[src/alin_pkg.sv]
// Shared types, widths, channel codes and linearization tables for the ADC sample linearizer.
// Used by every module of the block; no dependencies of its own.
`default_nettype none

package alin_pkg;

  localparam int SAMPLE_W = 15;   // raw converter sample, signed
  localparam int CHAN_W   = 2;    // channel selector
  localparam int PROD_W   = 29;   // signed divider dividend
  localparam int DIVR_W   = 15;   // unsigned divisor
  localparam int QMAG_W   = 14;   // quotient magnitude bits
  localparam int QUOT_W   = 15;   // signed quotient
  localparam int MV_W     = 14;   // signed millivolts fed to the lookup
  localparam int CDEG_W   = 15;   // signed centidegrees
  localparam int NUM_W    = 24;   // signed interpolation numerator terms
  localparam int IDX_W    = 5;    // lookup index
  localparam int RECIP_SH = 29;   // fraction bits of the reciprocal gains
  localparam int RECIP_W  = 28;   // reciprocal gain width
  localparam int SCL_W    = SAMPLE_W + RECIP_W;   // magnitude * reciprocal

  localparam int FIFO_DEPTH_DEF = 2;

  localparam logic [CHAN_W-1:0] CH_IR  = 2'd0;
  localparam logic [CHAN_W-1:0] CH_AMB = 2'd1;
  localparam logic [CHAN_W-1:0] CH_BAT = 2'd2;
  localparam logic [CHAN_W-1:0] CH_SUP = 2'd3;

  // Reciprocal gains, rounded up: ceil(2^RECIP_SH * gain / divisor). With a sample
  // magnitude of at most 16384 the shifted product equals the truncated quotient.
  localparam logic [RECIP_W-1:0] RECIP_FULL =
    RECIP_W'(((64'd1 << RECIP_SH) * 64'd1000 + 64'd6826) / 64'd6827);   // IR and supply
  localparam logic [RECIP_W-1:0] RECIP_AMB =
    RECIP_W'(((64'd1 << RECIP_SH) * 64'd1000 + 64'd13652) / 64'd13653);
  localparam logic [RECIP_W-1:0] RECIP_BAT =
    RECIP_W'(((64'd1 << RECIP_SH) * 64'd11000 + 64'd27306) / 64'd27307);

  localparam logic signed [QUOT_W:0] IR_OFFSET_MV = 16'sd1024;

  localparam logic [IDX_W-1:0] IR_LAST  = 5'd6;
  localparam logic [IDX_W-1:0] AMB_LAST = 5'd25;

  typedef struct packed {
    logic [CHAN_W-1:0]   chan;
    logic                neg;
    logic [SAMPLE_W-1:0] mag;
    logic [RECIP_W-1:0]  recip;
  } q_entry_t;

  typedef struct packed {
    logic                     start;
    logic signed [PROD_W-1:0] dividend;
    logic [DIVR_W-1:0]        divisor;
  } div_req_t;

  typedef struct packed {
    logic                     done;
    logic signed [QUOT_W-1:0] quot;
  } div_rsp_t;

  // Breakpoint voltages in mV. The ambient curve keeps 200 mV ahead of 198 mV.
  function automatic logic signed [MV_W-1:0] lut_mv(input logic amb,
                                                    input logic [IDX_W-1:0] idx);
    logic signed [MV_W-1:0] v;
    v = '0;
    if (amb) begin
      case (idx)
        5'd0:  v = 14'sd0;
        5'd1:  v = 14'sd18;
        5'd2:  v = 14'sd24;
        5'd3:  v = 14'sd32;
        5'd4:  v = 14'sd42;
        5'd5:  v = 14'sd53;
        5'd6:  v = 14'sd68;
        5'd7:  v = 14'sd86;
        5'd8:  v = 14'sd107;
        5'd9:  v = 14'sd133;
        5'd10: v = 14'sd200;
        5'd11: v = 14'sd198;
        5'd12: v = 14'sd239;
        5'd13: v = 14'sd285;
        5'd14: v = 14'sd340;
        5'd15: v = 14'sd393;
        5'd16: v = 14'sd454;
        5'd17: v = 14'sd521;
        5'd18: v = 14'sd590;
        5'd19: v = 14'sd662;
        5'd20: v = 14'sd736;
        5'd21: v = 14'sd811;
        5'd22: v = 14'sd885;
        5'd23: v = 14'sd958;
        5'd24: v = 14'sd1028;
        5'd25: v = 14'sd1096;
        default: v = 14'sd1096;
      endcase
    end else begin
      case (idx)
        5'd0:  v = -14'sd180;
        5'd1:  v = 14'sd0;
        5'd2:  v = 14'sd160;
        5'd3:  v = 14'sd240;
        5'd4:  v = 14'sd320;
        5'd5:  v = 14'sd480;
        5'd6:  v = 14'sd800;
        default: v = 14'sd800;
      endcase
    end
    return v;
  endfunction

  // Breakpoint temperatures in centidegrees.
  function automatic logic signed [CDEG_W-1:0] lut_cdeg(input logic amb,
                                                        input logic [IDX_W-1:0] idx);
    logic signed [CDEG_W-1:0] t;
    t = '0;
    if (amb) begin
      case (idx)
        5'd0:  t = -15'sd2000;
        5'd1:  t = -15'sd2000;
        5'd2:  t = -15'sd1500;
        5'd3:  t = -15'sd1000;
        5'd4:  t = -15'sd500;
        5'd5:  t = 15'sd0;
        5'd6:  t = 15'sd500;
        5'd7:  t = 15'sd1000;
        5'd8:  t = 15'sd1500;
        5'd9:  t = 15'sd2000;
        5'd10: t = 15'sd2500;
        5'd11: t = 15'sd3000;
        5'd12: t = 15'sd3500;
        5'd13: t = 15'sd4000;
        5'd14: t = 15'sd4500;
        5'd15: t = 15'sd5000;
        5'd16: t = 15'sd5550;
        5'd17: t = 15'sd6000;
        5'd18: t = 15'sd6500;
        5'd19: t = 15'sd7000;
        5'd20: t = 15'sd7500;
        5'd21: t = 15'sd8000;
        5'd22: t = 15'sd8500;
        5'd23: t = 15'sd9000;
        5'd24: t = 15'sd9500;
        5'd25: t = 15'sd10000;
        default: t = 15'sd10000;
      endcase
    end else begin
      case (idx)
        5'd0:  t = 15'sd0;
        5'd1:  t = 15'sd2500;
        5'd2:  t = 15'sd4500;
        5'd3:  t = 15'sd5500;
        5'd4:  t = 15'sd6250;
        5'd5:  t = 15'sd7500;
        5'd6:  t = 15'sd10000;
        default: t = 15'sd10000;
      endcase
    end
    return t;
  endfunction

endpackage

`default_nettype wire

[src/alin_front.sv]
// Front end of the linearizer: accepts a sample, splits it into sign and magnitude
// and picks the channel's reciprocal gain. Depends on alin_pkg.
`default_nettype none

module alin_front (
  input  wire                                  in_tvalid,
  output logic                                 in_tready,
  input  wire  [15:0]                          in_tdata,   // [14:0] raw_sample
  input  wire  [alin_pkg::CHAN_W-1:0]          in_tuser,   // [1:0] op
  input  wire                                  q_full,
  output logic                                 q_push,
  output alin_pkg::q_entry_t                   q_data
);
  import alin_pkg::*;

  logic signed [SAMPLE_W-1:0] sample;
  logic [SAMPLE_W-1:0]        mag;

  assign sample = $signed(in_tdata[SAMPLE_W-1:0]);
  // The most negative sample maps to 16384, which still fits unsigned.
  assign mag    = sample[SAMPLE_W-1] ? (~$unsigned(sample) + SAMPLE_W'(1))
                                     : $unsigned(sample);

  assign in_tready = !q_full;
  assign q_push    = in_tvalid && !q_full;

  always_comb begin
    q_data.chan = in_tuser;
    q_data.neg  = sample[SAMPLE_W-1];
    q_data.mag  = mag;
    case (in_tuser)
      CH_AMB:  q_data.recip = RECIP_AMB;
      CH_BAT:  q_data.recip = RECIP_BAT;
      default: q_data.recip = RECIP_FULL;
    endcase
  end

endmodule

`default_nettype wire

[src/alin_fifo.sv]
// Short queue between the front end and the back end of the linearizer.
// Depends on alin_pkg for the entry type.
`default_nettype none

module alin_fifo #(
  parameter int DEPTH = alin_pkg::FIFO_DEPTH_DEF
) (
  input  wire                clk,
  input  wire                rst_n,
  input  wire                push,
  input  alin_pkg::q_entry_t push_data,
  output logic               full,
  input  wire                pop,
  output alin_pkg::q_entry_t pop_data,
  output logic               empty
);
  import alin_pkg::*;

  localparam int PTR_W = (DEPTH > 1) ? $clog2(DEPTH) : 1;
  localparam int CNT_W = $clog2(DEPTH + 1);

  q_entry_t   mem_r [DEPTH];
  logic [PTR_W-1:0] wr_ptr_r, wr_ptr_nxt;
  logic [PTR_W-1:0] rd_ptr_r, rd_ptr_nxt;
  logic [CNT_W-1:0] cnt_r, cnt_nxt;
  logic             do_push, do_pop;

  assign full     = (cnt_r == CNT_W'(DEPTH));
  assign empty    = (cnt_r == '0);
  assign do_push  = push && !full;
  assign do_pop   = pop && !empty;
  assign pop_data = mem_r[rd_ptr_r];

  always_comb begin
    wr_ptr_nxt = wr_ptr_r;
    rd_ptr_nxt = rd_ptr_r;
    cnt_nxt    = cnt_r;
    if (do_push) begin
      wr_ptr_nxt = (wr_ptr_r == PTR_W'(DEPTH - 1)) ? '0 : wr_ptr_r + PTR_W'(1);
    end
    if (do_pop) begin
      rd_ptr_nxt = (rd_ptr_r == PTR_W'(DEPTH - 1)) ? '0 : rd_ptr_r + PTR_W'(1);
    end
    if (do_push && !do_pop) begin
      cnt_nxt = cnt_r + CNT_W'(1);
    end else if (do_pop && !do_push) begin
      cnt_nxt = cnt_r - CNT_W'(1);
    end
  end

  always_ff @(posedge clk) begin
    if (!rst_n) begin
      wr_ptr_r <= '0;
      rd_ptr_r <= '0;
      cnt_r    <= '0;
    end else begin
      wr_ptr_r <= wr_ptr_nxt;
      rd_ptr_r <= rd_ptr_nxt;
      cnt_r    <= cnt_nxt;
    end
  end

  always_ff @(posedge clk) begin
    if (do_push) begin
      mem_r[wr_ptr_r] <= push_data;
    end
  end

endmodule

`default_nettype wire

[src/alin_div.sv]
// Serial divider: signed dividend over unsigned divisor, one quotient bit
// per cycle, truncating toward zero. Depends on alin_pkg.
`default_nettype none

module alin_div (
  input  wire                clk,
  input  wire                rst_n,
  input  alin_pkg::div_req_t req,
  output alin_pkg::div_rsp_t rsp
);
  import alin_pkg::*;

  localparam int CNT_W = $clog2(QMAG_W);

  logic              busy_r, busy_nxt;
  logic              done_r, done_nxt;
  logic              neg_r, neg_nxt;
  logic [CNT_W-1:0]  cnt_r, cnt_nxt;
  logic [PROD_W-1:0] rem_r, rem_nxt;
  logic [PROD_W-1:0] dsh_r, dsh_nxt;
  logic [QMAG_W-1:0] q_r, q_nxt;
  logic [PROD_W-1:0] mag;
  logic              ge;
  logic [QUOT_W-1:0] q_ext;

  assign mag   = req.dividend[PROD_W-1] ? (~req.dividend + PROD_W'(1)) : req.dividend;
  assign ge    = (rem_r >= dsh_r);
  assign q_ext = {1'b0, q_r};

  assign rsp.done = done_r;
  assign rsp.quot = neg_r ? $signed(~q_ext + QUOT_W'(1)) : $signed(q_ext);

  always_comb begin
    busy_nxt = busy_r;
    done_nxt = 1'b0;
    neg_nxt  = neg_r;
    cnt_nxt  = cnt_r;
    rem_nxt  = rem_r;
    dsh_nxt  = dsh_r;
    q_nxt    = q_r;
    if (req.start) begin
      busy_nxt = 1'b1;
      neg_nxt  = req.dividend[PROD_W-1];
      cnt_nxt  = '0;
      rem_nxt  = mag;
      dsh_nxt  = PROD_W'({req.divisor, {(QMAG_W-1){1'b0}}});
      q_nxt    = '0;
    end else if (busy_r) begin
      rem_nxt = ge ? (rem_r - dsh_r) : rem_r;
      dsh_nxt = dsh_r >> 1;
      q_nxt   = {q_r[QMAG_W-2:0], ge};
      cnt_nxt = cnt_r + CNT_W'(1);
      if (cnt_r == CNT_W'(QMAG_W - 1)) begin
        busy_nxt = 1'b0;
        done_nxt = 1'b1;
      end
    end
  end

  always_ff @(posedge clk) begin
    if (!rst_n) begin
      busy_r <= 1'b0;
      done_r <= 1'b0;
      cnt_r  <= '0;
    end else begin
      busy_r <= busy_nxt;
      done_r <= done_nxt;
      cnt_r  <= cnt_nxt;
    end
  end

  always_ff @(posedge clk) begin
    neg_r <= neg_nxt;
    rem_r <= rem_nxt;
    dsh_r <= dsh_nxt;
    q_r   <= q_nxt;
  end

endmodule

`default_nettype wire

[src/alin_back.sv]
// Back end of the linearizer: finishes the scaling, clamps, scans the breakpoint
// list, interpolates through the divider and holds the result. Depends on alin_pkg, alin_div.
`default_nettype none

module alin_back (
  input  wire                          clk,
  input  wire                          rst_n,
  input  wire                          q_empty,
  input  alin_pkg::q_entry_t           q_data,
  output logic                         q_pop,
  output logic                         out_tvalid,
  input  wire                          out_tready,
  output logic [15:0]                  out_tdata,  // [14:0] converted_value
  output logic [alin_pkg::CHAN_W-1:0]  out_tuser   // [1:0] channel_out
);
  import alin_pkg::*;

  localparam logic [2:0] S_IDLE  = 3'd0;
  localparam logic [2:0] S_SCALE = 3'd1;
  localparam logic [2:0] S_CLAMP = 3'd2;
  localparam logic [2:0] S_SRCH  = 3'd3;
  localparam logic [2:0] S_MUL   = 3'd4;
  localparam logic [2:0] S_SUM   = 3'd5;
  localparam logic [2:0] S_DIV2  = 3'd6;
  localparam logic [2:0] S_OUT   = 3'd7;

  logic [2:0]               state_r, state_nxt;
  logic [CHAN_W-1:0]        chan_r, chan_nxt;
  logic                     neg_r, neg_nxt;
  logic [SCL_W-1:0]         scl_r, scl_nxt;
  logic signed [MV_W-1:0]   mv_r, mv_nxt;
  logic [IDX_W-1:0]         hi_r, hi_nxt;
  logic signed [NUM_W-1:0]  pa_r, pa_nxt;
  logic signed [NUM_W-1:0]  pb_r, pb_nxt;
  logic [DIVR_W-1:0]        den_r, den_nxt;
  logic signed [QUOT_W-1:0] res_r, res_nxt;
  logic                     out_valid_r, out_valid_nxt;
  logic [CHAN_W-1:0]        out_chan_r, out_chan_nxt;
  logic signed [QUOT_W-1:0] out_val_r, out_val_nxt;

  div_req_t div_req;
  div_rsp_t div_rsp;

  logic                            amb;
  logic [IDX_W-1:0]                last_idx;
  logic [IDX_W-1:0]                lo_idx;
  logic signed [MV_W-1:0]          v_lo, v_hi, v_scan;
  logic signed [CDEG_W-1:0]        t_lo, t_hi;
  logic signed [MV_W-1:0]          d_lo, d_hi, d_span;
  logic signed [CDEG_W+MV_W-1:0]   pa_full, pb_full;
  logic signed [NUM_W-1:0]         num;
  logic [QMAG_W-1:0]               q_mag;
  logic [QUOT_W-1:0]               q_ext;
  logic signed [QUOT_W-1:0]        quot;
  logic signed [QUOT_W:0]          mv_wide;

  alin_div u_div (
    .clk   (clk),
    .rst_n (rst_n),
    .req   (div_req),
    .rsp   (div_rsp)
  );

  assign amb      = (chan_r == CH_AMB);
  assign last_idx = amb ? AMB_LAST : IR_LAST;
  assign lo_idx   = hi_r - IDX_W'(1);
  assign v_lo     = lut_mv(amb, lo_idx);
  assign v_hi     = lut_mv(amb, hi_r);
  assign v_scan   = v_hi;
  assign t_lo     = lut_cdeg(amb, lo_idx);
  assign t_hi     = lut_cdeg(amb, hi_r);
  assign d_lo     = mv_r - v_lo;
  assign d_hi     = v_hi - mv_r;
  assign d_span   = v_hi - v_lo;
  assign pa_full  = t_lo * d_hi;
  assign pb_full  = t_hi * d_lo;
  assign num      = pa_r + pb_r;
  // Drop the reciprocal's fraction bits and restore the sign: truncation toward zero.
  assign q_mag    = scl_r[SCL_W-1:RECIP_SH];
  assign q_ext    = {1'b0, q_mag};
  assign quot     = neg_r ? $signed(~q_ext + QUOT_W'(1)) : $signed(q_ext);
  assign mv_wide  = $signed({quot[QUOT_W-1], quot})
                    - ((chan_r == CH_IR) ? IR_OFFSET_MV : '0);

  assign out_tvalid = out_valid_r;
  assign out_tdata  = {1'b0, out_val_r};
  assign out_tuser  = out_chan_r;

  always_comb begin
    state_nxt     = state_r;
    chan_nxt      = chan_r;
    neg_nxt       = neg_r;
    scl_nxt       = scl_r;
    mv_nxt        = mv_r;
    hi_nxt        = hi_r;
    pa_nxt        = pa_r;
    pb_nxt        = pb_r;
    den_nxt       = den_r;
    res_nxt       = res_r;
    out_valid_nxt = out_valid_r;
    out_chan_nxt  = out_chan_r;
    out_val_nxt   = out_val_r;
    q_pop         = 1'b0;
    div_req       = '0;

    if (out_valid_r && out_tready) begin
      out_valid_nxt = 1'b0;
    end

    case (state_r)
      S_IDLE: begin
        if (!q_empty) begin
          q_pop     = 1'b1;
          chan_nxt  = q_data.chan;
          neg_nxt   = q_data.neg;
          scl_nxt   = SCL_W'(q_data.mag) * SCL_W'(q_data.recip);
          state_nxt = S_SCALE;
        end
      end
      S_SCALE: begin
        if (chan_r == CH_BAT || chan_r == CH_SUP) begin
          res_nxt   = quot;
          state_nxt = S_OUT;
        end else begin
          mv_nxt    = mv_wide[MV_W-1:0];
          state_nxt = S_CLAMP;
        end
      end
      S_CLAMP: begin
        if (mv_r <= lut_mv(amb, '0)) begin
          res_nxt   = lut_cdeg(amb, '0);
          state_nxt = S_OUT;
        end else if (mv_r >= lut_mv(amb, last_idx)) begin
          res_nxt   = lut_cdeg(amb, last_idx);
          state_nxt = S_OUT;
        end else begin
          hi_nxt    = IDX_W'(1);
          state_nxt = S_SRCH;
        end
      end
      S_SRCH: begin
        if (hi_r < last_idx && v_scan < mv_r) begin
          hi_nxt = hi_r + IDX_W'(1);
        end else begin
          state_nxt = S_MUL;
        end
      end
      S_MUL: begin
        pa_nxt    = pa_full[NUM_W-1:0];
        pb_nxt    = pb_full[NUM_W-1:0];
        den_nxt   = DIVR_W'($unsigned(d_span));
        state_nxt = S_SUM;
      end
      S_SUM: begin
        div_req.start    = 1'b1;
        div_req.dividend = {{(PROD_W-NUM_W){num[NUM_W-1]}}, num};
        div_req.divisor  = den_r;
        state_nxt        = S_DIV2;
      end
      S_DIV2: begin
        if (div_rsp.done) begin
          res_nxt   = div_rsp.quot;
          state_nxt = S_OUT;
        end
      end
      S_OUT: begin
        if (!out_valid_r || out_tready) begin
          out_valid_nxt = 1'b1;
          out_chan_nxt  = chan_r;
          out_val_nxt   = res_r;
          state_nxt     = S_IDLE;
        end
      end
      default: begin
        state_nxt = S_IDLE;
      end
    endcase
  end

  always_ff @(posedge clk) begin
    if (!rst_n) begin
      state_r     <= S_IDLE;
      out_valid_r <= 1'b0;
    end else begin
      state_r     <= state_nxt;
      out_valid_r <= out_valid_nxt;
    end
  end

  always_ff @(posedge clk) begin
    chan_r     <= chan_nxt;
    neg_r      <= neg_nxt;
    scl_r      <= scl_nxt;
    mv_r       <= mv_nxt;
    hi_r       <= hi_nxt;
    pa_r       <= pa_nxt;
    pb_r       <= pb_nxt;
    den_r      <= den_nxt;
    res_r      <= res_nxt;
    out_chan_r <= out_chan_nxt;
    out_val_r  <= out_val_nxt;
  end

endmodule

`default_nettype wire

[src/adc_sample_linearizer_core.sv]
// ADC sample linearizer, top level: converts one raw converter sample per transaction
// into millivolts or centidegrees. Uses alin_pkg, alin_front, alin_fifo, alin_back.
//
// Usage:
//   Input stream: in_tdata[14:0] carries the signed 15-bit raw sample, in_tuser the
//   channel (0 IR temperature, 1 ambient temperature, 2 battery mV, 3 supply mV).
//   Output stream: exactly one transaction per input, in order; out_tdata[14:0] is the
//   signed converted value, out_tuser echoes the channel.
//   Timing: the front end splits off the sign, picks the channel's reciprocal gain and
//   pushes into a FIFO_DEPTH-entry queue, so in_tready stays high until the queue fills.
//   The back end takes one entry at a time: it multiplies by the gain as it pops the entry,
//   then scales to mV. Supply and battery go straight to the output register; a temperature
//   clamped at a curve end is settled by the clamp check; otherwise the breakpoint scan runs
//   at one entry per cycle and the 14-step serial divider interpolates. The next entry is
//   popped in the same cycle as out_tvalid rises, so a new entry is taken only once the
//   last result sits in the output register.
//   Reset: rst_n low (synchronous) empties the queue, idles the back end and drops
//   out_tvalid. No clearing pass is needed.
//   Stall: a finished result waits in the output register while out_tready is low;
//   the back end holds its next result, the queue keeps filling, then in_tready drops.
`default_nettype none

module adc_sample_linearizer_core #(
  parameter int FIFO_DEPTH = alin_pkg::FIFO_DEPTH_DEF
) (
  input  wire                          clk,
  input  wire                          rst_n,
  input  wire                          in_tvalid,
  output logic                         in_tready,
  input  wire  [15:0]                  in_tdata,   // [14:0] raw_sample
  input  wire  [alin_pkg::CHAN_W-1:0]  in_tuser,   // [1:0] op
  output logic                         out_tvalid,
  input  wire                          out_tready,
  output logic [15:0]                  out_tdata,  // [14:0] converted_value
  output logic [alin_pkg::CHAN_W-1:0]  out_tuser   // [1:0] channel_out
);
  import alin_pkg::*;

  // Queue between the front end and the back end.
  q_entry_t push_data;
  q_entry_t pop_data;
  logic     q_push, q_full, q_pop, q_empty;

  // Accept, split off the sign and pick the reciprocal gain.
  alin_front u_front (
    .in_tvalid (in_tvalid),
    .in_tready (in_tready),
    .in_tdata  (in_tdata),
    .in_tuser  (in_tuser),
    .q_full    (q_full),
    .q_push    (q_push),
    .q_data    (push_data)
  );

  alin_fifo #(
    .DEPTH (FIFO_DEPTH)
  ) u_fifo (
    .clk       (clk),
    .rst_n     (rst_n),
    .push      (q_push),
    .push_data (push_data),
    .full      (q_full),
    .pop       (q_pop),
    .pop_data  (pop_data),
    .empty     (q_empty)
  );

  // Scale, clamp, scan, interpolate and hold the result.
  alin_back u_back (
    .clk        (clk),
    .rst_n      (rst_n),
    .q_empty    (q_empty),
    .q_data     (pop_data),
    .q_pop      (q_pop),
    .out_tvalid (out_tvalid),
    .out_tready (out_tready),
    .out_tdata  (out_tdata),
    .out_tuser  (out_tuser)
  );

endmodule

`default_nettype wire

[config.mk]
export PLATFORM = sky130hd
export DESIGN_NAME = adc_sample_linearizer_core
export DESIGN_NICKNAME = d
export VERILOG_FILES = /design/src/alin_pkg.sv /design/src/alin_front.sv /design/src/alin_fifo.sv /design/src/alin_div.sv /design/src/alin_back.sv /design/src/adc_sample_linearizer_core.sv
export SDC_FILE = /design/constraint.sdc
export NUM_CORES = 2
export LEC_CHECK = 0
export BUFFER_PORTS_ARGS = -buffer_cell sky130_fd_sc_hd__buf_4
export CAP_MARGIN = 20
export CORE_ASPECT_RATIO = 1.1
export CORE_MARGIN = 8
export CORE_UTILIZATION = 37
export DETAILED_ROUTE_END_ITERATION = 8
export PLACE_DENSITY = 0.59
export SETUP_SLACK_MARGIN = 0.15
export SYNTH_ARGS = -nofsm -noshare
export SYNTH_HDL_FRONTEND = slang
export SYNTH_SLANG_ARGS = --single-unit
[constraint.sdc]
create_clock -name clk -period 20.5 [get_ports clk]
set_input_delay 2.05 -clock clk [delete_from_list [all_inputs] [get_ports clk]]
set_output_delay 2.05 -clock clk [all_outputs]
set_load 0.05 [all_outputs]
# [After elaboration in Yosys (flattened, before gate mapping)]
# Memory sizes are Yosys's and may differ from the RTL's. A register that Yosys moved wholly into a read port is not among the register bits.
# Cells that the tools add are included.
[word_totals] output_inout_bits=20 n_memories=7 word_cells=202 ram_bits=92 romBits=2400 ff_bits=245 latch_bits=0 input_bits=22
[op_classes] div_mod_pow=0 eq_ne=38 order_cmp=5 n_mul=3 addsub=17 bitwise=8 muxes=66 n_shift=0 n_reduce_logical=34
[memory_table] name="(no name shown)" depth=32 word_bits=14 rd=1 rd_ports_with_merged_regs=0 write_ports=0 line_no="alin_pkg.sv:116" text="case (idx)"
[memory_table] name="(no name shown)" depth=32 word_bits=14 rd=1 rd_ports_with_merged_regs=1 write_ports=0 line_no="alin_pkg.sv:116"
[memory_table] name="(no name shown)" depth=32 word_bits=14 rd=1 rd_ports_with_merged_regs=0 write_ports=0 line_no="alin_pkg.sv:116"
[memory_table] name="(no name shown)" depth=32 word_bits=11 rd=1 rd_ports_with_merged_regs=0 write_ports=0 line_no="alin_pkg.sv:66" text="case (idx)"
[memory_table] name="(no name shown)" depth=32 word_bits=11 rd=1 rd_ports_with_merged_regs=1 write_ports=0 line_no="alin_pkg.sv:66"
[memory_table] name="(no name shown)" depth=32 word_bits=11 rd=1 rd_ports_with_merged_regs=0 write_ports=0 line_no="alin_pkg.sv:66"
[memory_table] name="+1 memories"
[op_table] operator="$pmux 14 s6" count=6
[op_table] operator="$mux 15" count=11
[op_table] operator="$mux 29" count=4
[op_table] operator="$mux 14" count=7
[op_table] operator="$mux 28" count=2
[op_table] operator="$pmux 28 s2" count=1
[op_table] operator="$sub 14x14->14" count=4
[op_table] operator="$mul 15x14->24" count=2
[op_table] operator="$add 15x1->15 const B" count=3
[op_table] operator="$mux 45" count=1
[op_table] operator="$pmux 15 s3" count=1
[op_table] operator="$mul 15x28->43" count=1
[op_table] operator="$eq 5x2->1 const B" count=6
[op_table] operator="$eq 5x3->1 const B" count=6
[op_table] operator="$mux 5" count=6
[op_table] operator="$not 14->15" count=2
[op_table] operator="$add 29x2->29 const B" count=1
[op_table] operator="$ge 29x28->1" count=1
[op_table] operator="$not 29->29" count=1
[op_table] operator="$sub 29x28->29" count=1
[op_table] operator="$add 24x24->24" count=1
[op_table] operator="$pmux 3 s8" count=1
[op_table] operator="$mux 3" count=7
[op_table] operator="$eq 5x1->1 const B" count=3
[op_table] operator="37 further kinds" count=92

# [Depth between registers and ports, before layout]
[logic_depth] word_depth=12 mapped_depth=44 mapped_depth_nobuf=40

# [Cells and area by module]
# Synthesis repeated with hierarchy kept, for this count alone.
[hier_totals] hier_cells=4771 area_unflattened_um2=45092.0
[by_module_without_submodules] mod="alin_back" n_inst=1 area_each_um2=35252.6 seq_area_each_um2=4424.2 cells_per_inst=3870
[by_module_without_submodules] mod="alin_div" n_inst=1 area_each_um2=5669.2 seq_area_each_um2=2011.9 cells_per_inst=652
[by_module_without_submodules] mod="alin_fifo" n_inst=1 area_each_um2=3549.7 seq_area_each_um2=2862.7 cells_per_inst=168
[by_module_without_submodules] mod="alin_front" n_inst=1 area_each_um2=620.6 seq_area_each_um2=0.0 cells_per_inst=81

# [Worst setup path after synthesis]
# No wires, ideal clock.
[synth_path] path_kind="flip-flop to flip-flop" start="reg u_back.hi_r[0]" end="reg u_back.pb_r[23] (data pin)" setup_time_ps=269 path_buffers=6 path_stages_with_launch=42 path_slack_ps=10200 required_time_ps=20231 synth_period_minus_slack_ps=10300 t_arrival_ps=10031 cell_sequence="edfxtp_1 clkbuf_1 inv_1 ha_1 inv_1 ha_1 clkbuf_1 clkbuf_1 buf_1 clkbuf_1 nand2_1 a311oi_1 ha_1 inv_1 fa_1 a21o_1 a21oi_1 and2_1 [... 6 more ...] clkbuf_1 nor2_1 fa_1 inv_1 fa_1 fa_1 fa_1 fa_1 fa_1 inv_1 ha_1 or3_1 o21ai_0 a21oi_1 nand4_1 a31oi_1 a31oi_1 xor3_1"
[synth_via] elab_chain_len=6 word_cells_on_any_way=20 cone_classes="add/sub (2); mul (1); eq/ne (10); mux (4); reduce/logical (2); memory (1)"
[synth_rtl] item="start, declared" line_no="alin_back.sv:32" text="logic [IDX_W-1:0] hi_r, hi_nxt;"
[synth_rtl] item="start signal, assigned" line_no="alin_back.sv:195" text="hi_r <= hi_nxt;"
[synth_rtl] item="branches (longest 5 deep; another with $sub 14x14->14)"
[synth_rtl] item="$mul 15x14->24 (*)" line_no="alin_back.sv:76" text="assign pb_full = t_hi * d_lo;"
[synth_rtl] item="net u_back.pb_full[23]" line_no="alin_back.sv:50" text="logic signed [CDEG_W+MV_W-1:0] pa_full, pb_full;"
[synth_rtl] item="end signal, assigned" line_no="alin_back.sv:197" text="pb_r <= pb_nxt;"
[synth_rtl] item="end, declared" line_no="alin_back.sv:34" text="logic signed [NUM_W-1:0] pb_r, pb_nxt;"
# Mark *: on every way through the listed nets, which the timed path passes.
# A chain may end at the register's enable or synchronous reset.

# [Worst setup path after layout]
# Same ends and word-level chain as after synthesis.

==> results.md <==
* Via count at between 20,000 and 30,000
* Synth top area share at 0.290
* Highest clock rate at between 80 and 90 MHz
* Period utilization at 0.566
* Yosys reg bits at 287
* Port Buf Inserts at 39
* Initial antenna violation count at 0
* GRT Residual Overflow at 0
* YS warnings at 0
* Residual DRC at 0
* Ys async rst share at 0
* Die Y at around 360 um
* Inserted Clock Buffers at 31
* Crit path top cell by count: fa_1
* Relative slew slack at 0.251
* Most frequent cells in the layout: 743 x inv_1, 570 x fa_1, 388 x nand2_1
* Crit Path Category: reg -> reg
* Crit. End Element: flop
* Tot GR Track Use at 0.175
* Syn Inst Count at 4,117
* Setup violators final at 0
* Wirelength, routed at 103,000 um
* Most common cell after layout, fill and taps aside: inv_1
* Post-CTS Hold Buffers at 0
* CTS clk-pin slew, worst paths at 0.06 ns
* Row cnt at 125
* Worst min path class: reg -> reg
* Dominant cells by area after synthesis: fa_1 29%, edfxtp_1 17%, ha_1 12%
* CTS tree: built
* Area growth, synth to finish at 7.84%
* Resized Gates After CTS at 0
* Initial drt markers at roughly 1,600
* Nets at between 5,000 and 6,000
* Setup TNS at 0 ns
* Largest net degree at the start of global routing at between 70 and 80
* Die area at between 0.1 and 0.15 sq mm
* Final slew viol count at 0
* Crit-path leading delay family: adder cells
* Post-synth top area cell: fa_1
* CTS Sinks at approximately 290
* Share of cells above drive strength 1 at 0.0535
* Period minus WS final at ~12 ns
* Main synth FF type: edfxtp_1
* H-Tree Depth at 1
* Drt wl/cell at roughly 19 um
* First-pass GRT wire length at ~160,000 um
* GPL Wtd Cong at approximately 0.95
* Core Footprint at about 0.11 sq mm
* Worst Max-Slew Pin Slew at ~1.1 ns
* # fillers at between 10,000 and 15,000
* Detailed placement HPWL at about 85,000 um
* Status: completed
* Max Cap Viol at 0
* Starting Density at 0.373
* Vias in the first global route at ~30,000
* Worst Path Required at about 21 ns
* Clock skew at ~0.013 ns
* Crit Path Max Fanout at 25
* Crit path largest cell delay at slightly below 0.9 ns
* Buffers & Inverters on Critical Path at 3
* DIE WIDTH at ~330 um
* Remaining antenna violation count at 0
* Ports at 42
* Mapped cell area at 0.0394 sq mm
* Via-to-Cell Ratio at slightly above 5
* RSZ-0062 raised after global routing: no
* Setup Buffers After CTS at 0
* Post-synth EDFFs at between 200 and 250
* Worst-skew pair later-pin latency at 0.60 ns
* CP Data Arrival Time at around 12 ns
* Root buf cell: clkbuf_16
* First-pass detailed-route iteration total at 5
* Mapped Nets at ~5,100
* CP max-delay cell: edfxtp_1
* Final hold vios at 0
* Seq/Total Area, Yosys at 0.202
* Yosys cell types at 95
* Mean Syn Cell Area at 9.56 sq um
* CP startpoint kind: flop
* Diode count at 0
* CTS max path bufs at 3
per-stage QoR:
step                setup WS (ns)  utilization  hold WS (ns)  instance area [sq um]  cells
floorplan                   10.20            -         0.400                  39400   4117
global placement             9.06        0.392         0.407                  41400   5488
global route                 8.02        0.402         0.429                  42500   5548
detailed placement           8.99        0.392         0.406                  41400   5489
finish                       8.90        0.402         0.420                  42500   5548
CTS                          8.97        0.402         0.421                  42500   5547
registers in the layout, indices dropped and copies added, names as in the netlist, 2 cells and up, named ones only:
name	cells
u_fifo.mem_r	48
u_back.u_div.rem_r	29
u_back.u_div.dsh_r	27
u_back.pa_r	23
u_back.pb_r	23
u_back.out_val_r	15
u_back.res_r	15
u_back.den_r	14
u_back.mv_r	14
u_back.scl_r	14
u_back.u_div.q_r	14
u_back.hi_r	5
u_back.u_div.cnt_r	4
u_back.state_r	3
u_back.chan_r	2
u_back.out_tuser	2
u_fifo.cnt_r	2
kinds of logic after synthesis:
group,Yosys count,synth area share
adder cells (fa/ha/maj),964,0.415
multiplexers,83,0.0226
other,1,0.0000952
AO/OA/AOI/OAI,591,0.0968
buffers and inverters,866,0.0830
XOR/XNOR,235,0.0540
AND/OR/NAND/NOR,1090,0.127
flip-flops,287,0.202
Yosys cell counts, drive strengths merged, types with 16 or more instances:
cell type and number:
nor2b 44, a21oi 151, or3 22, inv 746
xnor2 161, nand2b 49, mux2i 60, nand2 390
o21a 29, fa 570, nor3 57, edfxtp 220
o21bai 16, a211oi 30, nor4 18, nand3 46
a21o 44, or2 22, buf 16, ha 387
a31oi 26, mux2 21, and3 18, clkbuf 102
and2 61, o22ai 16, xor2 71, o31ai 38
nor2 320, o21ai 132, dfxtp 67
final timing paths:
check / start / end / slack, ns / depth (start not counted)
worst min register to register: u_back.res_r[8] / u_back.out_val_r[8] / 0.42 / 0
worst min-delay path: u_back.res_r[8] / u_back.out_val_r[8] / 0.42 / 0
worst max register to register: u_back.hi_r[0] / u_back.pb_r[23] / 8.90 / 34
worst max-delay path: u_back.hi_r[0] / u_back.pb_r[23] / 8.90 / 34
final cells by class:
cell class,instances,area (sq um),share of cell area
repair buffers,94,709,0.0167
clock buffers,42,848,0.0200
well taps,1397,1750,0.0412
inverters,748,2810,0.0661
clock inverters,16,208,0.00489
multi-input cells,2964,28200,0.664
flip-flops and latches,287,7950,0.187
routing by layer:
layer  part of all wire  GRT usage
met1               0.43      0.223
met2               0.49      0.310
met3              0.036     0.0170
met4              0.042     0.0613
met5                  0          0
Power is left out: the tool's default activity adds up to more than one toggle a clock period on the data nets, which glitch-free logic cannot reach.
